**config.mk**
```make
export PLATFORM = sky130hd
export DESIGN_NAME = rsl_div
export DESIGN_NICKNAME = d
export VERILOG_FILES = /design/src/rtl/core/rsl_pkg.sv /design/src/rtl/core/rsl_div.sv
export SDC_FILE = /design/constraint.sdc
export NUM_CORES = 2
export LEC_CHECK = 0
export BUFFER_PORTS_ARGS = -buffer_cell sky130_fd_sc_hd__clkbuf_2
export CAP_MARGIN = 20
export CORE_MARGIN = 5
export CORE_UTILIZATION = 29
export DETAILED_ROUTE_END_ITERATION = 7
export PLACE_DENSITY = 0.45
export SKIP_CTS_REPAIR_TIMING = 1
export SYNTH_ARGS = -nofsm -noshare
export SYNTH_HDL_FRONTEND = slang
export SYNTH_SLANG_ARGS = --single-unit
```
**constraint.sdc**
```tcl
create_clock -name clk -period 6.42 [get_ports clk]
set_input_delay 0 -clock clk [delete_from_list [all_inputs] [get_ports clk]]
set_output_delay 0 -clock clk [all_outputs]
set_load 0.1 [all_outputs]
```
**src/rtl/core/rsl_pkg.sv**
```systemverilog
// ----------------------------------------------------------------------------
// rsl_pkg
// Widths, register map, reset values and shared types of the sphere shader.
// ----------------------------------------------------------------------------
package rsl_pkg;

  localparam int DataWidth    = 16;
  localparam int FracBits     = 12;
  localparam int OutWidth     = DataWidth - 1;
  localparam int AddrWidth    = 5;
  localparam int BusWidth     = 32;
  localparam int AWidth       = 22;   // a, h, c
  localparam int DivisorWidth = 20;   // a is non-negative and below 2^20
  localparam int RadWidth     = 42;   // disc << FracBits
  localparam int RootWidth    = RadWidth / 2;
  localparam int DvdWidth     = 34;   // |num| << FracBits
  localparam int TWidth       = 32;

  localparam logic [2:0] RegEyeX   = 3'd0;
  localparam logic [2:0] RegEyeY   = 3'd1;
  localparam logic [2:0] RegEyeZ   = 3'd2;
  localparam logic [2:0] RegRadius = 3'd3;
  localparam logic [2:0] RegLightX = 3'd4;
  localparam logic [2:0] RegLightY = 3'd5;
  localparam logic [2:0] RegLightZ = 3'd6;

  typedef struct packed {
    logic signed [DataWidth-1:0] eye_x;
    logic signed [DataWidth-1:0] eye_y;
    logic signed [DataWidth-1:0] eye_z;
    logic        [OutWidth-1:0]  sphere_radius;
    logic signed [DataWidth-1:0] light_x;
    logic signed [DataWidth-1:0] light_y;
    logic signed [DataWidth-1:0] light_z;
  } rsl_cfg_t;

  localparam rsl_cfg_t CfgReset = '{
    eye_x: 16'sd0, eye_y: 16'sd0, eye_z: 16'sd8192, sphere_radius: 15'd4096,
    light_x: 16'sd2365, light_y: 16'sd2365, light_z: 16'sd2365
  };

  // per-pixel sideband that rides along the pipe
  typedef struct packed {
    logic                        nohit;
    logic signed [DataWidth-1:0] dx;
    logic signed [DataWidth-1:0] dy;
    logic signed [DataWidth:0]   dz;
  } rsl_ctx_t;

  // clamp to +-(2^31 - 1)
  function automatic logic signed [TWidth-1:0] sat_t(input logic signed [39:0] v);
    logic signed [TWidth-1:0] r;
    if (v > 40'sd2147483647) begin
      r = 32'sh7fffffff;
    end else if (v < -40'sd2147483647) begin
      r = -32'sd2147483647;
    end else begin
      r = v[TWidth-1:0];
    end
    return r;
  endfunction

endpackage

```
**src/rtl/core/rsl_div.sv**
```systemverilog
// ----------------------------------------------------------------------------
// rsl_div
// Forms -h - s and divides its magnitude, shifted up, by a: restoring
// divider, one quotient bit per stage.
// ----------------------------------------------------------------------------
module rsl_div (
  input  logic                                  clk,
  input  logic                                  rst_n,
  input  logic                                  in_valid,
  input  rsl_pkg::rsl_ctx_t                     in_ctx,
  input  logic signed [rsl_pkg::AWidth-1:0]     in_h,
  input  logic [rsl_pkg::DivisorWidth-1:0]      in_a,
  input  logic [rsl_pkg::RootWidth-1:0]         in_root,
  output logic                                  out_valid,
  output rsl_pkg::rsl_ctx_t                     out_ctx,
  output logic                                  out_neg,
  output logic [rsl_pkg::DvdWidth-1:0]          out_quo
);
  import rsl_pkg::*;

  // prep stage
  logic signed [23:0] num;
  logic [23:0]        mag;

  assign num = -(24'(in_h)) - 24'(signed'({1'b0, in_root}));
  assign mag = num[23] ? 24'(-num) : 24'(num);

  logic                    vp_r, negp_r;
  rsl_ctx_t                ctxp_r;
  logic [DivisorWidth-1:0] ap_r;
  logic [DvdWidth-1:0]     dvdp_r;

  always_ff @(posedge clk) begin
    if (!rst_n) begin
      vp_r <= 1'b0;
    end else begin
      vp_r <= in_valid;
    end
  end

  always_ff @(posedge clk) begin
    ctxp_r <= in_ctx;
    negp_r <= num[23];
    ap_r   <= in_a;
    dvdp_r <= {mag[DvdWidth-FracBits-1:0], {FracBits{1'b0}}};
  end

  logic                    v_w   [0:DvdWidth];
  rsl_ctx_t                ctx_w [0:DvdWidth];
  logic                    neg_w [0:DvdWidth];
  logic [DivisorWidth-1:0] a_w   [0:DvdWidth];
  logic [DvdWidth-1:0]     dvd_w [0:DvdWidth];
  logic [DivisorWidth-1:0] rem_w [0:DvdWidth];
  logic [DvdWidth-1:0]     q_w   [0:DvdWidth];

  assign v_w[0]   = vp_r;
  assign ctx_w[0] = ctxp_r;
  assign neg_w[0] = negp_r;
  assign a_w[0]   = ap_r;
  assign dvd_w[0] = dvdp_r;
  assign rem_w[0] = '0;
  assign q_w[0]   = '0;

  for (genvar k = 0; k < DvdWidth; k++) begin : g_stage
    logic                    v_r, neg_r;
    rsl_ctx_t                ctx_r;
    logic [DivisorWidth-1:0] a_r, rem_r;
    logic [DvdWidth-1:0]     dvd_r, q_r;
    logic [DivisorWidth:0]   rs, diff;
    logic                    ge;
    logic [DivisorWidth-1:0] rem_nxt;

    assign rs      = {rem_w[k], dvd_w[k][DvdWidth-1-k]};
    assign diff    = rs - {1'b0, a_w[k]};
    assign ge      = (rs >= {1'b0, a_w[k]});
    assign rem_nxt = ge ? diff[DivisorWidth-1:0] : rs[DivisorWidth-1:0];

    always_ff @(posedge clk) begin
      if (!rst_n) begin
        v_r <= 1'b0;
      end else begin
        v_r <= v_w[k];
      end
    end

    always_ff @(posedge clk) begin
      ctx_r <= ctx_w[k];
      neg_r <= neg_w[k];
      a_r   <= a_w[k];
      dvd_r <= dvd_w[k];
      rem_r <= rem_nxt;
      q_r   <= {q_w[k][DvdWidth-2:0], ge};
    end

    assign v_w[k+1]   = v_r;
    assign ctx_w[k+1] = ctx_r;
    assign neg_w[k+1] = neg_r;
    assign a_w[k+1]   = a_r;
    assign dvd_w[k+1] = dvd_r;
    assign rem_w[k+1] = rem_r;
    assign q_w[k+1]   = q_r;
  end

  assign out_valid = v_w[DvdWidth];
  assign out_ctx   = ctx_w[DvdWidth];
  assign out_neg   = neg_w[DvdWidth];
  assign out_quo   = q_w[DvdWidth];

endmodule

```
==> results.tsv <==
metric	value	unit
run_status	finished, violations left	
failing_checks	hold timing	
timing.critical_path.from	in_root[0]	
timing.critical_path.slowest_cell_delay	550	ps
worstSetupPathType	in -> reg	
global_route_wire_length_before_repair	381000	um
dp_slack	2560	ps
clk_pin_slew_worst_paths	60	ps
cts_tree	yes	
clock_insertion_delay_worst_skew	950	ps
post_synth_inst_count	10400	
clkSinkCount	4008	
crit_path_end_kind	register	
power.ir.vdd_worst	0.388	mV
syn_to_final_growth	19.8	%
port_buffers	201	
power.density_cell_area	502	mW/mm^2
die_area	0.433	mm^2
drtAntennaViolNets	0	
path_max_fanout	5	
critical_path.top_delay_family	buffers and inverters	
period_minus_slack	3870	ps
drc	0	
design.final.nets	11900	
first_global_vias	70900	
grt_remaining_overflow	0	
worst_r2r_path_depth	12	
whs	-39.5	ps
timing.final.hold_violations	3	
synth_largest_type_area_fraction	65.9	%
ys_ff_latch	4008	
drt_iter0_markers	3501	
post_synth_edffs	0	
post-route-util	34.8	%
detailedRoute.firstPassIterationCount	7	
groute.usage.overall	10.7	%
post-layout-total-power	73.3	mW
drive_gt1_share	10.7	%
min_period_over_period	60.3	%
report.final.slew_viol_count	0	
crit_chain	dlygate4sd3_1, clkbuf_2, dlygate4sd3_1, inv_1, ha_1, ha_1, fa_1, a211oi_2, o21bai_1, a21oi_1, xnor2_1, nor3b_2, and3_1, and4_1, a31oi_1, xor2_1, o21ai_1, dlygate4sd3_1	
yosysSeqAreaShare	65.9	%
arrival	4730	ps
synth_largest_area_cell	dfxtp_1	
floorplan.initialDensity	29.1	%
tightestPinTransition	1190	ps
die_w	658	um
synth_nets	11200	
crit_path_frequent_cell	dlygate4sd3_1	
timing.max_cap.violations	0	
grt_start_max_net_pins	40	
dp_cells	15900	
finalClockSkew	43.6	ps
postLayoutSetupSlackWorst	2550	ps
most_used_standard_cell_by_instance_count_after_synthesis	dfxtp_1	
design.core.area	0.419	mm^2
grt_antenna_before_repair	17	
tns	0	ps
cts_buffers	424	
vias	70500	
asyncSetResetFlopFracSynth	0	%
hpwl	172000	um
timing.hold.worst_endpoint	dvdp_r[21]$_DFF_P_	
route.final.wire_length	238000	um
worstHoldStart	in_root[9]	
whs_path_depth	7	
power.leakage	64.7	nW
total_standard_cell_area_after_synthesis	0.122	mm^2
gpl.final_weighted_congestion	0.824	
yosysWarnings	0	
max_freq	0.258	GHz
cp_data_required_time	7270	ps
max_slew_margin	18.9	%
dominant_register_cell_in_the_synthesized_netlist	dfxtp_1	
postSynthAreaPerCell	11.8	um^2
die_height	658	um
setup.worst_path.start_class	input port	
synth_area_leaders	dfxtp_1 66%, ha_1 7.2%, inv_1 2.7%	
hp-class	in -> reg	
yosys-top-cells-count	4,008 x dfxtp_1, 888 x inv_1, 704 x ha_1	
worst_r2r_startpoint	g_stage[11].a_r[1]$_DFF_P_	
root_buffer_selected_by_cts	clkbuf_16	
cpMaxStageDelayCell	dlygate4sd3_1	
setup_violators_final	0	
post_synth_num_cell_types	103	
cts_buffer_depth	4	
endpoint_of_the_most_critical_register_to_register_path	g_stage[12].rem_r[13]$_DFF_P_	
reg2reg_slack	2620	ps
wl_per_cell	14.1	um
layoutNonFillerInstCount	16900	
vias_per_cell	4.17	
io-pin-count	202	
placementRows	238	
worst-path-buf-inv	5	
rsz0062_at_grt	no	
ctsHtreeMaxLevel	5	
logic make-up (layout without fill, tap and decap cells):
| kind of cell | after synthesis | count (layout) | share of synthesized area [%] |
|---|---|---|---|
| XOR/XNOR | 488 | 488 | 3.51 |
| AND/OR/NAND/NOR | 1967 | 1967 | 7.85 |
| adder cells (fa/ha/maj) | 737 | 737 | 7.77 |
| buffers and inverters | 1069 | 2101 | 3.54 |
| AO/OA/AOI/OAI | 1891 | 1891 | 9.68 |
| multiplexers | 191 | 191 | 1.79 |
| flip-flops | 4008 | 4008 | 65.9 |
| other | 0 | 5 | 0 |
flip-flops by register name, summed over array words and instances (netlist names):
signal and count:
ap_r 20, g_stage.neg_r 33, vp_r 1, g_stage.q_r 561, g_stage.a_r 660, g_stage.rem_r 660
ctx_w 1700, g_stage.dvd_r 231, g_stage.v_r 33, dvdp_r 22, out_ctx 50, out_valid 1
negp_r 1, out_quo 34, out_neg 1
per-layer routing:
metal,part of all wire (%),GRT usage [%]
met5,0,0
met4,3.7,4.08
met3,4.0,1.77
met2,47,18.3
met1,45,13.5
per-stage QoR:
stage | instance area, um^2 | hold WS (ps)
global route | 146000 | 4.64
detailed placement | 129000 | 104
global placement | 129000 | 103
CTS | 144000 | -996
finish | 146000 | -39.5
floorplan | 122000 | 27.7
where the power goes:
part,leakage [nW],internal [mW],switching [mW],total [mW]
clock network,7.19,15.1,10.1,25.2
logic,24.0,7.52,9.88,17.4
registers,33.6,28.8,1.85,30.7
cells in the final DEF, fill, tap and decap left out, types with 83 or more instances in the layout:
| cell type | instances |
|---|---|
| a31oi_1 | 83 |
| a21o_1 | 256 |
| nand4_1 | 99 |
| nand2_1 | 586 |
| mux2_2 | 113 |
| nand3_1 | 130 |
| o21ai_0 | 489 |
| nand2b_1 | 104 |
| nor2b_1 | 124 |
| clkbuf_16 | 425 |
| ha_1 | 704 |
| nor3_1 | 185 |
| inv_1 | 888 |
| dlygate4sd3_1 | 194 |
| dfxtp_1 | 4008 |
| a21oi_1 | 538 |
| clkbuf_2 | 201 |
| xnor2_1 | 274 |
| nor2_1 | 408 |
| xor2_1 | 214 |
worst max path at each step:
stage                                         end  cells after the start  slack [ps]
finish                         dvdp_r[33]$_DFF_P_                     18        2550
global route        g_stage[22].rem_r[18]$_DFF_P_                     12        2200
CTS                 g_stage[12].rem_r[13]$_DFF_P_                     12        2530
detailed placement  g_stage[12].rem_r[15]$_DFF_P_                     12        2560
floorplan           g_stage[18].rem_r[11]$_DFF_P_                     13        3510
global placement     g_stage[17].rem_r[9]$_DFF_P_                     12        2460
worst min-delay path: cells and delay by family:
| kind | cells | cell delay (ps) |
|---|---|---|
| AO/OA/AOI/OAI | 1 | 110 |
| AND/OR/NAND/NOR | 1 | 80 |
| buffers and inverters | 2 | 130 |
| adder cells (fa/ha/maj) | 2 | 340 |
| XOR/XNOR | 1 | 160 |
layout make-up:
cell class	instances	area, um^2
Antenna cell	5	12.5
Clock inverter	231	3130
Tap cell	5520	6910
Multi-Input combinational cell	5274	37300
Fill cell	41200	273000
Sequential cell	4008	80200
Clock buffer	554	11700
Timing Repair Buffer	426	3240
Inverter	890	3340
(Power assumes the default switching activity.)
