### src/rtl/core/rsl_pkg.sv
// ----------------------------------------------------------------------------
// rsl_pkg
// Widths, register map, reset values and shared types of the sphere shader.
// ----------------------------------------------------------------------------
package rsl_pkg;

  localparam int DataWidth    = 16;
  localparam int FracBits     = 12;
  localparam int OutWidth     = DataWidth - 1;
  localparam int AddrWidth    = 5;
  localparam int BusWidth     = 32;
  localparam int AWidth       = 22;   // a, h, c
  localparam int DivisorWidth = 20;   // a is non-negative and below 2^20
  localparam int RadWidth     = 42;   // disc << FracBits
  localparam int RootWidth    = RadWidth / 2;
  localparam int DvdWidth     = 34;   // |num| << FracBits
  localparam int TWidth       = 32;

  localparam logic [2:0] RegEyeX   = 3'd0;
  localparam logic [2:0] RegEyeY   = 3'd1;
  localparam logic [2:0] RegEyeZ   = 3'd2;
  localparam logic [2:0] RegRadius = 3'd3;
  localparam logic [2:0] RegLightX = 3'd4;
  localparam logic [2:0] RegLightY = 3'd5;
  localparam logic [2:0] RegLightZ = 3'd6;

  typedef struct packed {
    logic signed [DataWidth-1:0] eye_x;
    logic signed [DataWidth-1:0] eye_y;
    logic signed [DataWidth-1:0] eye_z;
    logic        [OutWidth-1:0]  sphere_radius;
    logic signed [DataWidth-1:0] light_x;
    logic signed [DataWidth-1:0] light_y;
    logic signed [DataWidth-1:0] light_z;
  } rsl_cfg_t;

  localparam rsl_cfg_t CfgReset = '{
    eye_x: 16'sd0, eye_y: 16'sd0, eye_z: 16'sd8192, sphere_radius: 15'd4096,
    light_x: 16'sd2365, light_y: 16'sd2365, light_z: 16'sd2365
  };

  // per-pixel sideband that rides along the pipe
  typedef struct packed {
    logic                        nohit;
    logic signed [DataWidth-1:0] dx;
    logic signed [DataWidth-1:0] dy;
    logic signed [DataWidth:0]   dz;
  } rsl_ctx_t;

  // clamp to +-(2^31 - 1)
  function automatic logic signed [TWidth-1:0] sat_t(input logic signed [39:0] v);
    logic signed [TWidth-1:0] r;
    if (v > 40'sd2147483647) begin
      r = 32'sh7fffffff;
    end else if (v < -40'sd2147483647) begin
      r = -32'sd2147483647;
    end else begin
      r = v[TWidth-1:0];
    end
    return r;
  endfunction

endpackage

### src/rtl/core/rsl_sqrt.sv
// ----------------------------------------------------------------------------
// rsl_sqrt
// Pipelined integer square root, one result bit per stage.
// ----------------------------------------------------------------------------
module rsl_sqrt (
  input  logic                                  clk,
  input  logic                                  rst_n,
  input  logic                                  in_valid,
  input  rsl_pkg::rsl_ctx_t                     in_ctx,
  input  logic signed [rsl_pkg::AWidth-1:0]     in_h,
  input  logic [rsl_pkg::DivisorWidth-1:0]      in_a,
  input  logic [rsl_pkg::RadWidth-1:0]          in_rad,
  output logic                                  out_valid,
  output rsl_pkg::rsl_ctx_t                     out_ctx,
  output logic signed [rsl_pkg::AWidth-1:0]     out_h,
  output logic [rsl_pkg::DivisorWidth-1:0]      out_a,
  output logic [rsl_pkg::RootWidth-1:0]         out_root
);
  import rsl_pkg::*;

  logic                     v_w   [0:RootWidth];
  rsl_ctx_t                 ctx_w [0:RootWidth];
  logic signed [AWidth-1:0] h_w   [0:RootWidth];
  logic [DivisorWidth-1:0]  a_w   [0:RootWidth];
  logic [RadWidth-1:0]      n_w   [0:RootWidth];
  logic [RadWidth-1:0]      res_w [0:RootWidth];

  assign v_w[0]   = in_valid;
  assign ctx_w[0] = in_ctx;
  assign h_w[0]   = in_h;
  assign a_w[0]   = in_a;
  assign n_w[0]   = in_rad;
  assign res_w[0] = '0;

  for (genvar k = 0; k < RootWidth; k++) begin : g_stage
    localparam int                Sh      = 2 * (RootWidth - 1 - k);
    localparam logic [RadWidth-1:0] StepBit = RadWidth'(1) << Sh;

    logic                     v_r;
    rsl_ctx_t                 ctx_r;
    logic signed [AWidth-1:0] h_r;
    logic [DivisorWidth-1:0]  a_r;
    logic [RadWidth-1:0]      n_r, res_r;
    logic [RadWidth-1:0]      trial, n_nxt, res_nxt;

    always_comb begin
      trial = res_w[k] + StepBit;
      if (n_w[k] >= trial) begin
        n_nxt   = n_w[k] - trial;
        res_nxt = (res_w[k] >> 1) + StepBit;
      end else begin
        n_nxt   = n_w[k];
        res_nxt = res_w[k] >> 1;
      end
    end

    always_ff @(posedge clk) begin
      if (!rst_n) begin
        v_r <= 1'b0;
      end else begin
        v_r <= v_w[k];
      end
    end

    always_ff @(posedge clk) begin
      ctx_r <= ctx_w[k];
      h_r   <= h_w[k];
      a_r   <= a_w[k];
      n_r   <= n_nxt;
      res_r <= res_nxt;
    end

    assign v_w[k+1]   = v_r;
    assign ctx_w[k+1] = ctx_r;
    assign h_w[k+1]   = h_r;
    assign a_w[k+1]   = a_r;
    assign n_w[k+1]   = n_r;
    assign res_w[k+1] = res_r;
  end

  assign out_valid = v_w[RootWidth];
  assign out_ctx   = ctx_w[RootWidth];
  assign out_h     = h_w[RootWidth];
  assign out_a     = a_w[RootWidth];
  assign out_root  = res_w[RootWidth][RootWidth-1:0];

endmodule

### config.mk
export PLATFORM = sky130hd
export DESIGN_NAME = rsl_sqrt
export DESIGN_NICKNAME = d
export VERILOG_FILES = /design/src/rtl/core/rsl_pkg.sv /design/src/rtl/core/rsl_sqrt.sv
export SDC_FILE = /design/constraint.sdc
export NUM_CORES = 2
export LEC_CHECK = 0
export BUFFER_PORTS_ARGS = -buffer_cell sky130_fd_sc_hd__buf_4
export CAP_MARGIN = 20
export CORE_AREA = 2 2 491 395
export CTS_BUF_LIST = sky130_fd_sc_hd__clkbuf_8
export DETAILED_ROUTE_END_ITERATION = 12
export DIE_AREA = 0 0 493 397
export SYNTH_ARGS = -nofsm -noshare
export SYNTH_HDL_FRONTEND = slang
export SYNTH_SLANG_ARGS = --single-unit
### constraint.sdc
create_clock -name clk -period 7.8 [get_ports clk]
set_clock_uncertainty 0.1 [all_clocks]
set_input_delay 2.34 -clock clk [delete_from_list [all_inputs] [get_ports clk]]
set_output_delay 2.34 -clock clk [all_outputs]
set_load 0.01 [all_outputs]
==> results.txt <==
* Status: finished, violations left
* Violations in the final reports: DRC
* Share of flip-flops with an asynchronous set or reset: 0%
- Subtracting the final worst setup slack from the clock period gives 3990 ps.
* Most common cell after layout, fill and taps aside: sky130_fd_sc_hd__dfxtp_1
- The number of pins exceeding their max-slew limit in the final report came to 0.
* Top cell type's share of synthesized area: 75.9%
- For the pin with the worst max-slew slack, the measured transition is 1070 ps.
- Per report_power, the clock group accounts for 34.8% of the total.
* Starting Density: 41.7%
- The worst setup path is launched from a flip-flop.
* Cell variety after synth: 82
* Library cell occupying the most area in the post-synthesis netlist: sky130_fd_sc_hd__dfxtp_1
* Data arrival time at the worst-slack endpoint: 1550 ps
* Classification of the worst setup path: reg -> out
- Pwr dens: 381 nW/um2
- For this run, the leading register cell type out of synthesis is sky130_fd_sc_hd__dfxtp_1.
- The slowest stage of the critical path is the sky130_fd_sc_hd__dfxtp_1 cell.
- Fraction of final layout cells with drive strength greater than 1: 14.3%
- Derived from the worst setup path, the maximum achievable clock frequency is 0.250 GHz.
- Violation count after the first detailed-route iteration: 1961
* Setup Viol. Count Final: 0
* Largest net degree at the start of global routing: 47
- The signal on the critical path passes through buf_4.
- The final route contains 41600 vias.
- Width of the die: 493 um
- In this run the register-to-register setup slack is 3820 ps.
- The H-tree was split into 5 levels.
- The number of nets handed over by synthesis was 6388.
- The die covers 196000 um2.
- Routed WL per cell: 13.4 um
* Synthesis warning total: 0
- GRT Util Overall: 12.8%
* Post-Syn Area per Cell: 13.3 um2
- Setup repair after global routing left no endpoint under its margin.
* Overall die height: 397 um
- WHS: 144 ps
- The number of antenna violations at the first check in global routing was 3.
- Required time worst endpoint: 5360 ps
- Final wirelength: 127000 um
- Endpoint class of the critical path: output port
* Floorplan Core Area: 191000 um2
- IO buf count: 250
* Class of the tightest hold or removal check: reg -> reg
- Clock latency of the later-clocked register in the worst-skew pair: 1050 ps
* Final RePlAce weighted congestion: 0.849
- Via count of the first global-routing pass: 41400
* Clock sink count: 3024
* Synthesized netlist cell count: 6003
- The area growth from synthesis to layout is 17.0%.
* Cell at the root of the clock tree: sky130_fd_sc_hd__clkbuf_8
- After synthesis, the cell types taking the most area are sky130_fd_sc_hd__dfxtp_1, sky130_fd_sc_hd__ha_1, sky130_fd_sc_hd__xnor2_1.
- Counting along the longest clock path gives a buffer depth of 4.
- Of the total power, the share spent switching nets is 26.0%.
- In this run, synthesis inferred 0 flip-flops with an integrated enable.
- Headroom to the max-slew limit came out at 28.1%.
* Cts-stage hold buffer count: 0
* Number of DRC violations after detailed routing: 12
- Dpl hpwl: 86800 um
- Crit Path Max Fanout: 1
* Clock Pin Slew Worst Setup and Hold Paths: 60 ps
* Logic pwr share: 13.3%
- Floorplan row count: 144
- After routing, the total negative slack on setup checks comes to 0 ps.
- In this run the post-CTS setup repair buffer count came out at 0.
- Crit share post-route: 51.2%
* Cell internal power dissipation: 26300 uW
* Part of the Yosys area used for sequential elements: 75.9%
- Layout net count: 6955
- Final global-route overflow total: 0
* Vias per inst: 4.40
* LEAKAGE: 0.0413 uW
* Number of top-level pins: 251
- In this run, flip-flops and latches consume 51.8% of the power.
* Layout filler cell count: 16700
* Wire length of the first global-routing pass: 206000 um
* Remaining antenna violation count after routing: 0
- Worst path top cell family by delay: flip-flops
- Cells resized by post-CTS repair: 0
* Number of failing hold endpoints at the final stage: 0
- Combined area of all synthesized cells: 79700 um2
* First-pass iteration count of the detailed router: 10
* Max-cap violation count: 0
- Most frequent cells in the layout: sky130_fd_sc_hd__dfxtp_1, sky130_fd_sc_hd__clkbuf_8, sky130_fd_sc_hd__inv_1, sky130_fd_sc_hd__nand2_1, sky130_fd_sc_hd__buf_4
- TritonCTS built the clock tree.
- Summed over all nets, the switching power comes to 9240 uW.
* Worst supply voltage drop on vdd: 0.212 mV
- Critical Path Max Stage Delay: 360 ps
- Counting both buffers and inverters, the worst setup path holds a total of 1.
* Register bit total from synthesis: 3024
* Number of clock buffers inserted by TritonCTS: 435
-- final timing paths --
kind | start | cells past startpoint | endpoint
worst max-delay path | out_a[3] | 1 | out_a[3]
worst min-delay path | g_stage[11].a_r[3] | 0 | g_stage[12].a_r[3]
worst max register to register | g_stage[17].res_r[11] | 10 | g_stage[18].n_r[37]
worst min register to register | g_stage[11].a_r[3] | 0 | g_stage[12].a_r[3]
-- cell usage after synthesis (34+ instances only) --
library cell and n:
sky130_fd_sc_hd__nand3_1 77, sky130_fd_sc_hd__clkbuf_1 65, sky130_fd_sc_hd__ha_1 248, sky130_fd_sc_hd__o21a_1 48, sky130_fd_sc_hd__nor2_1 234, sky130_fd_sc_hd__nand4_1 52
sky130_fd_sc_hd__o31ai_1 34, sky130_fd_sc_hd__xor2_1 146, sky130_fd_sc_hd__or3_1 47, sky130_fd_sc_hd__a21o_1 71, sky130_fd_sc_hd__nor3_1 104, sky130_fd_sc_hd__nand2_1 262
sky130_fd_sc_hd__a21oi_1 212, sky130_fd_sc_hd__o21ai_0 190, sky130_fd_sc_hd__xnor2_1 205, sky130_fd_sc_hd__dfxtp_1 3024, sky130_fd_sc_hd__inv_1 302, sky130_fd_sc_hd__buf_4 50
sky130_fd_sc_hd__mux2_2 34, sky130_fd_sc_hd__nor4_1 123, sky130_fd_sc_hd__nand2b_1 42
-- cell families after synthesis --
family,count (synthesis),synth area share (%)
adder cells (fa/ha/maj),248,3.89
AND/OR/NAND/NOR,1168,7.66
AO/OA/AOI/OAI,738,5.84
buffers and inverters,435,2.30
multiplexers,39,0.543
flip-flops,3024,75.9
XOR/XNOR,351,3.86
-- flip-flops by register name, indices dropped and copies added (netlist names) --
name           count
ctx_w           1000
g_stage.v_r       20
out_valid          1
g_stage.h_r      440
out_h             22
out_ctx           50
g_stage.res_r    231
g_stage.a_r      400
out_a             20
g_stage.n_r      840
-- worst reg2reg max path: stages, from the launching register on --
cell and delay (ps):
sky130_fd_sc_hd__dfxtp_1 320, sky130_fd_sc_hd__inv_1 50, sky130_fd_sc_hd__ha_1 370, sky130_fd_sc_hd__a2111oi_0 670, sky130_fd_sc_hd__a211oi_1 260, sky130_fd_sc_hd__o31ai_1 470
sky130_fd_sc_hd__a21oi_1 200, sky130_fd_sc_hd__nor2_2 600, sky130_fd_sc_hd__inv_2 460, sky130_fd_sc_hd__o211a_1 230, sky130_fd_sc_hd__xor2_1 140
-- through the flow --
stage               total power (uW)  setup WS (ps)  instances  utilization [%]  instance area, um2
floorplan                      22000           4670       6003                -               79700
global placement               23400           3940       8685             44.0               84200
detailed placement             23500           3890       8687             44.0               84300
CTS                            36100           3640       9456             48.7               93300
global route                   37600           3510       9461             48.8               93300
finish                         35600           3810       9461             48.8               93300
-- layout make-up --
| type | instances | area [um2] | area share (%) |
|---|---|---|---|
| well taps | 2555 | 3200 | 3.43 |
| flip-flops and latches | 3024 | 60500 | 64.9 |
| inverters | 305 | 1140 | 1.23 |
| clock inverters | 222 | 1490 | 1.59 |
| clock buffers | 547 | 7530 | 8.07 |
| diodes | 4 | 10.0 | 0.0107 |
| repair buffers | 260 | 1970 | 2.11 |
| multi-input cells | 2544 | 17400 | 18.7 |
-- layer usage --
metal | GRT usage (%) | vias to the layer above | wire, um | part of all wire [%]
li1 | - | 21300 | - | -
met1 | 16.8 | 19000 | 60900 | 48
met2 | 19.7 | 1022 | 54000 | 43
met3 | 3.37 | 372 | 7000 | 5.5
met4 | 6.22 | 0 | 4750 | 3.7
met5 | 0 | - | 0 | 0
-- power by group through the flow --
stage / logic, uW / clock network, uW / registers, uW
floorplan: 3710 / 0 / 18300
global placement: 4640 / 0 / 18800
detailed placement: 4700 / 0 / 18800
CTS: 4740 / 12900 / 18500
global route: 5350 / 13600 / 18600
finish: 4750 / 12400 / 18400
Note: power is estimated with default switching activity, not from simulation.
